[config.mk]
export PLATFORM = sky130hd
export DESIGN_NAME = toy_spn_byte_cipher
export DESIGN_NICKNAME = d
export VERILOG_FILES = /design/src/rtl/tsbc_pkg.sv /design/src/rtl/tsbc_cell.sv /design/src/rtl/toy_spn_byte_cipher.sv
export SDC_FILE = /design/constraint.sdc
export NUM_CORES = 1
export LEC_CHECK = 0
export BUFFER_PORTS_ARGS = -buffer_cell sky130_fd_sc_hd__buf_2
export CAP_MARGIN = 25
export CORE_ASPECT_RATIO = 1.25
export CORE_MARGIN = 3
export CORE_UTILIZATION = 64
export DETAILED_ROUTE_END_ITERATION = 8
export MAX_ROUTING_LAYER = met4
export PLACE_DENSITY = 0.85
export SYNTH_ARGS = -nofsm -noshare
export SYNTH_HDL_FRONTEND = slang
export SYNTH_SLANG_ARGS = --single-unit
[constraint.sdc]
create_clock -name clk -period 8.85 [get_ports clk]
set_input_delay 1.77 -clock clk [delete_from_list [all_inputs] [get_ports clk]]
set_output_delay 1.77 -clock clk [all_outputs]
set_load 0.05 [all_outputs]
[src/rtl/tsbc_pkg.sv]
// shared types, constants and round functions for the toy spn byte cipher
// no dependencies; used by tsbc_cell and toy_spn_byte_cipher
`default_nettype none

package tsbc_pkg;

    localparam int ROUNDS_DEFAULT = 3;
    localparam int BYTE_W         = 8;
    localparam int NIB_W          = 4;
    localparam int IDX_W          = 3;
    localparam int KEYS_W         = 32;
    localparam int SBOX_W         = 64;
    localparam int PERM_W         = 24;
    localparam int CFG_INDEX_W    = 3;
    localparam int CFG_DATA_W     = 64;

    // configuration register indexes
    localparam logic [CFG_INDEX_W-1:0] CFG_ROUND_KEYS   = 3'd0;
    localparam logic [CFG_INDEX_W-1:0] CFG_SBOX         = 3'd1;
    localparam logic [CFG_INDEX_W-1:0] CFG_INV_SBOX     = 3'd2;
    localparam logic [CFG_INDEX_W-1:0] CFG_PERM_MAP     = 3'd3;
    localparam logic [CFG_INDEX_W-1:0] CFG_INV_PERM_MAP = 3'd4;

    // request types
    localparam logic REQ_ENCRYPT = 1'b0;
    localparam logic REQ_DECRYPT = 1'b1;

    // reset values: zero keys, identity tables
    localparam logic [KEYS_W-1:0] KEYS_RESET = 32'h0000_0000;
    localparam logic [SBOX_W-1:0] SBOX_RESET = 64'hFEDC_BA98_7654_3210;
    localparam logic [PERM_W-1:0] PERM_RESET = 24'hFA_C688;

    typedef logic [BYTE_W-1:0] byte_t;

    typedef struct packed {
        logic [SBOX_W-1:0] sbox;
        logic [SBOX_W-1:0] inv_sbox;
        logic [PERM_W-1:0] perm;
        logic [PERM_W-1:0] inv_perm;
    } tables_t;

    // substitute both nibbles through a packed 16-entry table
    function automatic byte_t nib_sub(input logic [SBOX_W-1:0] tbl, input byte_t v);
        logic [NIB_W-1:0] hi;
        logic [NIB_W-1:0] lo;
        hi = v[BYTE_W-1:NIB_W];
        lo = v[NIB_W-1:0];
        return {tbl[NIB_W*hi +: NIB_W], tbl[NIB_W*lo +: NIB_W]};
    endfunction

    // output bit i copies input bit map[i]
    function automatic byte_t bit_perm(input logic [PERM_W-1:0] map, input byte_t v);
        byte_t            r;
        logic [IDX_W-1:0] src;
        r = '0;
        for (int i = 0; i < BYTE_W; i++)
        begin
            src  = map[IDX_W*i +: IDX_W];
            r[i] = v[src];
        end
        return r;
    endfunction

endpackage

`default_nettype wire

[src/rtl/tsbc_cell.sv]
// one round cell of the cipher chain: round logic plus a valid/data register
// depends on tsbc_pkg (round functions, tables_t)
`default_nettype none

module tsbc_cell (
    input  wire                  clk,
    input  wire                  rst_n,
    input  wire                  in_valid,
    input  wire                  in_dec,
    input  wire tsbc_pkg::byte_t in_data,
    output logic                 in_ready,
    input  wire tsbc_pkg::byte_t enc_key,
    input  wire tsbc_pkg::byte_t dec_key,
    input  wire tsbc_pkg::tables_t tables,
    input  wire                  take,
    output logic                 out_valid,
    output logic                 out_dec,
    output tsbc_pkg::byte_t      out_data
);

    logic            valid_reg;
    logic            valid_next;
    logic            dec_reg;
    tsbc_pkg::byte_t data_reg;
    tsbc_pkg::byte_t enc_res;
    tsbc_pkg::byte_t dec_res;
    tsbc_pkg::byte_t round_res;

    // encrypt: key, s-box, permutation; decrypt: inverse permutation, inverse s-box, key
    always_comb
    begin
        enc_res   = tsbc_pkg::bit_perm(tables.perm,
                        tsbc_pkg::nib_sub(tables.sbox, in_data ^ enc_key));
        dec_res   = tsbc_pkg::nib_sub(tables.inv_sbox,
                        tsbc_pkg::bit_perm(tables.inv_perm, in_data)) ^ dec_key;
        round_res = (in_dec == tsbc_pkg::REQ_DECRYPT) ? dec_res : enc_res;
    end

    assign in_ready   = !valid_reg || take;
    assign valid_next = in_ready ? in_valid : valid_reg;

    always_ff @(posedge clk or negedge rst_n)
    begin
        if (!rst_n)
        begin
            valid_reg <= 1'b0;
        end
        else
        begin
            valid_reg <= valid_next;
        end
    end

    always_ff @(posedge clk)
    begin
        if (in_valid && in_ready)
        begin
            dec_reg  <= in_dec;
            data_reg <= round_res;
        end
    end

    assign out_valid = valid_reg;
    assign out_dec   = dec_reg;
    assign out_data  = data_reg;

endmodule

`default_nettype wire

[src/rtl/toy_spn_byte_cipher.sv]
// toy spn byte cipher: a request passes through one register per round cell, then the output register;
// throughput one byte per cycle while the result side keeps taking results, set by one round per cell
// in a chain where each cell advances whenever its successor has room
// reset clears all valid bits, keys to zero and all tables to identity
// depends on tsbc_pkg and tsbc_cell
`default_nettype none

module toy_spn_byte_cipher #(
    parameter int ROUNDS = tsbc_pkg::ROUNDS_DEFAULT
) (
    input  wire                                  clk,
    input  wire                                  rst_n,
    // configuration write channel
    input  wire                                  cfg_valid,
    output logic                                 cfg_ready,
    input  wire [tsbc_pkg::CFG_INDEX_W-1:0]      cfg_index,
    input  wire [tsbc_pkg::CFG_DATA_W-1:0]       cfg_data,
    // request channel
    input  wire                                  in_valid,
    output logic                                 in_ready,
    input  wire                                  req_type,
    input  wire [tsbc_pkg::BYTE_W-1:0]           data_in,
    // result channel
    output logic                                 out_valid,
    input  wire                                  out_ready,
    output logic [tsbc_pkg::BYTE_W-1:0]          data_out
);

    // configuration registers
    logic [tsbc_pkg::KEYS_W-1:0] keys_reg;
    tsbc_pkg::tables_t           tables_reg;

    // chain wiring: cell j holds a request after round j of its pass
    logic            cell_valid [ROUNDS];
    logic            cell_dec   [ROUNDS];
    tsbc_pkg::byte_t cell_data  [ROUNDS];
    logic            cell_ready [ROUNDS];
    logic            cell_take  [ROUNDS];

    // output register
    logic            out_valid_reg;
    logic            out_valid_next;
    tsbc_pkg::byte_t out_data_reg;
    logic            out_take;

    tsbc_pkg::byte_t key3;
    tsbc_pkg::byte_t chain_in;
    tsbc_pkg::byte_t chain_out;

    // config writes are always taken; indexes past the list are dropped
    assign cfg_ready = 1'b1;

    always_ff @(posedge clk or negedge rst_n)
    begin
        if (!rst_n)
        begin
            keys_reg            <= tsbc_pkg::KEYS_RESET;
            tables_reg.sbox     <= tsbc_pkg::SBOX_RESET;
            tables_reg.inv_sbox <= tsbc_pkg::SBOX_RESET;
            tables_reg.perm     <= tsbc_pkg::PERM_RESET;
            tables_reg.inv_perm <= tsbc_pkg::PERM_RESET;
        end
        else if (cfg_valid && cfg_ready)
        begin
            unique case (cfg_index)
                tsbc_pkg::CFG_ROUND_KEYS:   keys_reg <= cfg_data[tsbc_pkg::KEYS_W-1:0];
                tsbc_pkg::CFG_SBOX:         tables_reg.sbox <= cfg_data;
                tsbc_pkg::CFG_INV_SBOX:     tables_reg.inv_sbox <= cfg_data;
                tsbc_pkg::CFG_PERM_MAP:
                    tables_reg.perm <= cfg_data[tsbc_pkg::PERM_W-1:0];
                tsbc_pkg::CFG_INV_PERM_MAP:
                    tables_reg.inv_perm <= cfg_data[tsbc_pkg::PERM_W-1:0];
                default: ;
            endcase
        end
    end

    // final key: whitening on entry for decrypt, on exit for encrypt
    assign key3     = keys_reg[3*tsbc_pkg::BYTE_W +: tsbc_pkg::BYTE_W];
    assign chain_in = (req_type == tsbc_pkg::REQ_DECRYPT) ? (data_in ^ key3) : data_in;

    // backpressure runs from the output register down the chain
    assign out_take = !out_valid_reg || out_ready;
    assign in_ready = cell_ready[0];

    generate
        for (genvar j = 0; j < ROUNDS; j++)
        begin : g_cell
            // encrypt pass uses round j, decrypt pass walks the rounds backward
            localparam int ENC_RND = j;
            localparam int DEC_RND = ROUNDS - 1 - j;

            if (j == ROUNDS - 1)
            begin : g_last
                assign cell_take[j] = out_take;
            end
            else
            begin : g_mid
                assign cell_take[j] = cell_ready[j+1];
            end

            if (j == 0)
            begin : g_first
                tsbc_cell u_cell (
                    .clk       (clk),
                    .rst_n     (rst_n),
                    .in_valid  (in_valid),
                    .in_dec    (req_type),
                    .in_data   (chain_in),
                    .in_ready  (cell_ready[j]),
                    .enc_key   (keys_reg[ENC_RND*tsbc_pkg::BYTE_W +: tsbc_pkg::BYTE_W]),
                    .dec_key   (keys_reg[DEC_RND*tsbc_pkg::BYTE_W +: tsbc_pkg::BYTE_W]),
                    .tables    (tables_reg),
                    .take      (cell_take[j]),
                    .out_valid (cell_valid[j]),
                    .out_dec   (cell_dec[j]),
                    .out_data  (cell_data[j])
                );
            end
            else
            begin : g_next
                tsbc_cell u_cell (
                    .clk       (clk),
                    .rst_n     (rst_n),
                    .in_valid  (cell_valid[j-1]),
                    .in_dec    (cell_dec[j-1]),
                    .in_data   (cell_data[j-1]),
                    .in_ready  (cell_ready[j]),
                    .enc_key   (keys_reg[ENC_RND*tsbc_pkg::BYTE_W +: tsbc_pkg::BYTE_W]),
                    .dec_key   (keys_reg[DEC_RND*tsbc_pkg::BYTE_W +: tsbc_pkg::BYTE_W]),
                    .tables    (tables_reg),
                    .take      (cell_take[j]),
                    .out_valid (cell_valid[j]),
                    .out_dec   (cell_dec[j]),
                    .out_data  (cell_data[j])
                );
            end
        end
    endgenerate

    // exit whitening for encrypt requests
    assign chain_out = (cell_dec[ROUNDS-1] == tsbc_pkg::REQ_DECRYPT)
                       ? cell_data[ROUNDS-1]
                       : (cell_data[ROUNDS-1] ^ key3);

    assign out_valid_next = out_take ? cell_valid[ROUNDS-1] : out_valid_reg;

    always_ff @(posedge clk or negedge rst_n)
    begin
        if (!rst_n)
        begin
            out_valid_reg <= 1'b0;
        end
        else
        begin
            out_valid_reg <= out_valid_next;
        end
    end

    always_ff @(posedge clk)
    begin
        if (out_take && cell_valid[ROUNDS-1])
        begin
            out_data_reg <= chain_out;
        end
    end

    assign out_valid = out_valid_reg;
    assign data_out  = out_data_reg;

    // an accepted request always lands in the first cell
    a_in_to_cell0: assert property (@(posedge clk) disable iff (!rst_n)
        in_valid && in_ready |=> cell_valid[0])
        else $error("accepted request did not enter the first cell");

    // the chain only refuses a request when every stage is full and the output stalls
    a_full_when_blocked: assert property (@(posedge clk) disable iff (!rst_n)
        !in_ready |-> cell_valid[ROUNDS-1] && out_valid && !out_ready)
        else $error("request refused while the chain had room");

    // a fresh result comes only from the last cell
    a_out_from_last: assert property (@(posedge clk) disable iff (!rst_n)
        $rose(out_valid) |-> $past(cell_valid[ROUNDS-1]))
        else $error("result appeared without a request in the last cell");

endmodule

`default_nettype wire

==> Word level (Yosys, flattened, before mapping) <==
Cells that the tools add are included.
{ "totals": {"ff_bits": 247, "output_inout_bits": 11, "word_cells": 175} }
{ "op_classes": {"bitwise_logic": 8, "muxes": 101, "n_eq_ne": 4, "reduce_logical": 18, "shift": 12, "order_cmp": 16} }
{ "op_table": {"columns": ["operator", "count"], "rows": [
  ["$shiftx 64x7->4", 12],
  ["$bmux 1 s3", 48],
  ["$lt 3x4->1 const B", 16],
  ["$xor 8x8->8", 8],
  ["$mux 1", 48],
  ["$mux 8", 5],
  ["$reduce_and 2->1", 5],
  ["$eq 3x2->1 const B", 2],
  ["$logic_and 1x1->1", 4],
  ["$logic_not 1->1", 4],
  ["$logic_or 1x1->1", 4],
  ["$eq 3x1->1 const B", 1],
  ["$eq 3x3->1 const B", 1],
  ["$logic_not 3->1", 1]
]} }

==> Longest topological paths before layout <==
{ "depth": {"ltp_word": 7, "ltp_mapped": 12, "mapped_depth_nobuf": 9} }

==> Hierarchy <==
A second synthesis with hierarchy kept.
{ "hier_totals": {"hier_cells": 1621, "area_unflattened_um2": 21423.0} }
{ "modules_own_cells": {"columns": ["mod", "n_inst", "area_per_inst_um2", "cells_each"], "rows": [
  ["tsbc_cell", 3, 4101.4, 377],
  ["toy_spn_byte_cipher", 1, 9118.7, 490]
]} }

==> Worst setup path after synthesis <==
No wires, ideal clock.
{ "synth_timing": {"kind": "input to register", "start": "in req_type", "end": "reg g_cell[0].g_first.u_cell.data_reg[3], data pin", "cell_stages": 9, "t_required_ns": 8.589, "n_path_buf": 1, "setup_slack_ns": 4.110, "arrival_time_ns": 4.479, "setup_time_ns": 0.261, "cell_sequence": "and3b_1 > nor2_1 > xor2_2 > buf_4 > mux4_2 > a22oi_1 > nand2_1 > mux4_2 > a221o_1"} }
{ "synth_via": {"elab_chain_cells": 6, "elab_cells_between_ends": 17, "cone_classes": "shift: 3; mux: 12; bitwise: 2"} }
{ "synth_rtl": {"columns": ["element", "line", "source"], "rows": [
  ["start, declared", "toy_spn_byte_cipher.sv:21", "input wire req_type,"],
  ["$mux 8", "toy_spn_byte_cipher.sv:80", "assign chain_in = (req_type == tsbc_pkg::REQ_DECRYPT) ? (data_in ^ key3) : data_in;"],
  ["$xor 8x8->8 or $bmux 1 s3 (tied branches)", "tsbc_cell.sv:33, tsbc_pkg.sv:59", null],
  ["$shiftx 64x7->4 or $mux 1 (tied branches)", "tsbc_pkg.sv:48, tsbc_pkg.sv:59", null],
  ["$bmux 1 s3 or $shiftx 64x7->4 (tied branches)", "tsbc_pkg.sv:59, tsbc_pkg.sv:48", null],
  ["$mux 1 (implied by the code) or $xor 8x8->8 (tied branches)", "tsbc_pkg.sv:59, tsbc_cell.sv:35", null],
  ["$mux 8 (*)", "tsbc_cell.sv:36", "round_res = (in_dec == tsbc_pkg::REQ_DECRYPT) ? dec_res : enc_res;"],
  ["via g_cell[0].g_first.u_cell.round_res[3]", "tsbc_cell.sv:27", "tsbc_pkg::byte_t round_res;"],
  ["end signal, assigned", "tsbc_cell.sv:59", "data_reg <= round_res;"],
  ["end, declared", "tsbc_cell.sv:24", "tsbc_pkg::byte_t data_reg;"]
]} }
Mark *: on every way through the listed nets, which the timed path passes. The rest lies on a longest branch. The select of a mux whose other input is x is not followed.
A chain may end at the register's enable or synchronous reset.

==> Worst setup path in the final report <==
{ "layout_timing": {"start": "in req_type", "end": "reg g_cell[0].g_first.u_cell.data_reg[4], data pin"} }
The elaborated chain is that of the path after synthesis.

==> metrics.txt <==
status completed; Final Max Tran Viols 0; RR Endpoint g_cell[0].g_first.u_cell.out_data[2]$_DFFE_PP_; Resize count post-CTS 0; die height 201 um; fin cells 1933; largest net degree at the start of global routing 95; startpoint types input pin; clock sinks 247; H-tree depth 1; average via count per standard cell 7.82; core box area 0.0296 sq mm; arrival time at the worst endpoint 5910 ps; Post-DP HPWL 48300 um; pre-CTS setup slack 2910 ps; GPL Wtd Cong 1.11; register area share after synthesis 33.2%; Routed Antenna Nets 0; initial drt markers 2026; DRT Pass-1 Iters 7; CTS tree yes; routed length per placed instance 34.4 um; Port Buffer Count 90; crit path max fanout 42; number of global-route vias before repair 14747; GRT Total Usage 42.1%; Cells after DPL 1878; HP Start g_cell[0].g_first.u_cell.out_valid$_DFFE_PN0N_; Tmin final 5580 ps; drt drc 0; hold_ws 547 ps; post-synthesis cell type count 47; Critical Path RT 9180 ps; FF-to-FF setup slack 4640 ps; Mapped Cells 1462; global-route wire length before repair 98600 um; nets 1595; Max Cap Violations 0; multi-input logic area 0.0127 sq mm; Pleak 8.69 nW; Total Power 9.20 mW; antenna violations before repair 2; Tcrit/Tclk final 63.0%; Num CTS Buffers 26; Hold WC Path Type reg2reg; Reg-to-Reg Start keys_reg[28]$_DFFE_PN0P_; warnings from Yosys 0; worst skew pair latency 580 ps; CTS clk-pin slew, worst paths 70 ps; Hold Vio Cnt, Final 0; via count 15124; setup TNS 0 ps; Worst R2R Path Depth 10; max reg flops 176; Worst slew margin 18.1%; Post-Route WL 66600 um; final setup slack of the worst path 3270 ps; Async SR Flop Fraction 85.8%; Hold Path Sink g_cell[1].g_next.u_cell.out_valid$_DFFE_PN0P_; Mapped Nets 1543; Mapped Area 0.0195 sq mm; crit path kind in2reg; Cell Pwr Density 431 mW/mm^2; Peak Freq 0.179 GHz; fraction of layout cells with a size suffix above 1 46.9%; Root Buffer clkbuf_16; Initial Util 65.7%; final number of setup-violating endpoints 0; row count 70; Worst Skew 28.4 ps; postcts setup bufs 0; Avg Inst Size Synth 13.3 sq um; total gr overflow 0; I/O pins 92; number of hold buffers added after cts 0; Min-Delay Path Depth 1; Post-synth top flop dfrtp_1; Reg area 0.00647 sq mm; RSZ-0062 raised after global routing no; VDD IR max 0.229 mV; # fillers 2041; number of synthesized flops with an enable pin 35; Die X-Extent 162 um; synthesis-to-layout area growth 9.79%; die area 0.0325 sq mm; Tightest Pin Transition 1220 ps; Synth Register Bits 247; CP endpoint kind flop; clock buffer depth 3
==> worst max-delay path, cell delays in order <==
cell	delay, ps
buf_2	580
a21boi_1	290
nor2_1	430
xor2_2	310
buf_4	380
mux4_2	560
a22o_1	250
nor2_1	540
mux4_2	390
nor3_1	70
a221o_1	300
==> synth_stat cells, types with 3 or more instances <==
cell type	instances	share of area, %
xor2_2	4	0.33
a211o_1	4	0.18
buf_4	6	0.23
xnor2_1	25	1.1
a22o_1	6	0.27
o21ba_2	4	0.21
edfxtp_1	35	5.4
nor2b_1	11	0.35
buf_1	19	0.37
a22oi_1	8	0.31
nor4_2	11	0.71
and3b_1	5	0.23
inv_1	10	0.19
buf_2	19	0.49
buf_6	3	0.17
o21ai_0	44	1.1
a21boi_1	3	0.12
xor2_1	32	1.4
o21a_1	4	0.15
mux2_2	220	13
o22ai_1	32	1.0
nor3b_1	5	0.19
nor2_1	25	0.48
mux2i_2	4	0.28
a211oi_1	8	0.31
dfstp_2	88	12
clkbuf_1	59	1.1
nand3_1	20	0.51
mux2i_1	306	16
a2111oi_0	10	0.45
dfrtp_1	124	16
nor3_1	19	0.49
nand2b_1	11	0.35
and2_1	5	0.16
mux4_2	196	23
a221o_1	10	0.51
nand2_1	54	1.0
==> per-stage QoR <==
| stage | area [sq um] | util (%) |
|---|---|---|
| after global routing | 21400 | 72.2 |
| after detailed placement | 20500 | 69.1 |
| after global placement | 20300 | 68.7 |
| final | 21400 | 72.2 |
| after CTS | 21300 | 72.0 |
| after floorplan | 19500 | - |
==> cell families (layout without fill, tap and decap cells) <==
| kind of cell | Yosys count | count (layout) | synth area share (%) |
|---|---|---|---|
| flip-flops | 247 | 247 | 33.2 |
| multiplexers | 726 | 726 | 51.4 |
| AND/OR/NAND/NOR | 171 | 171 | 4.71 |
| AO/OA/AOI/OAI | 138 | 138 | 4.91 |
| buffers and inverters | 116 | 188 | 2.59 |
| other | 1 | 4 | 0.0193 |
| XOR/XNOR | 63 | 63 | 3.11 |
==> power breakdown <==
group | internal (mW) | switching [mW] | leakage (nW)
Clock | 0.636 | 0.500 | 0.411
Sequential | 1.57 | 0.645 | 2.75
Combinational | 2.85 | 3.00 | 5.53
Total | 5.05 | 4.15 | 8.69
==> cell usage in the layout (no fill, tap or decap), types with 11 or more instances in the layout <==
| cell | instances |
|---|---|
| mux2i_1 | 302 |
| mux2_2 | 220 |
| mux4_2 | 196 |
| dfrtp_1 | 124 |
| buf_2 | 89 |
| dfstp_2 | 88 |
| nand2_1 | 54 |
| o21ai_0 | 44 |
| edfxtp_1 | 35 |
| o22ai_1 | 32 |
| xor2_1 | 31 |
| buf_4 | 31 |
| clkbuf_16 | 27 |
| nor2_1 | 24 |
| nand3_1 | 20 |
| xnor2_1 | 20 |
| nor3_1 | 18 |
| nor2b_1 | 11 |
| nand2b_1 | 11 |
==> worst max-delay path by stage <==
stage	startpoint	to
finish	req_type	g_cell[0].g_first.u_cell.out_data[4]$_DFFE_PP_
CTS	req_type	g_cell[0].g_first.u_cell.out_data[4]$_DFFE_PP_
floorplan	req_type	g_cell[0].g_first.u_cell.out_data[3]$_DFFE_PP_
detailed placement	req_type	g_cell[0].g_first.u_cell.out_data[4]$_DFFE_PP_
global placement	req_type	g_cell[0].g_first.u_cell.out_data[4]$_DFFE_PP_
global route	req_type	g_cell[0].g_first.u_cell.out_data[4]$_DFFE_PP_
==> layout make-up <==
cell class	instances	area share, %
diodes	3	0.0351
clock inverters	13	0.621
inverters	10	0.176
flip-flops and latches	247	30.3
repair buffers	130	3.95
well taps	396	2.32
multi-input cells	1099	59.2
clock buffers	35	3.40
==> per-layer routing <==
layer	GRT usage [%]	up-vias	share of wire [%]
met5	-	-	0
met4	27.6	0	9.4
met3	9.14	347	13
met2	60.9	1254	44
met1	53.7	7598	34
li1	-	5925	-
(Power assumes the default switching activity.)
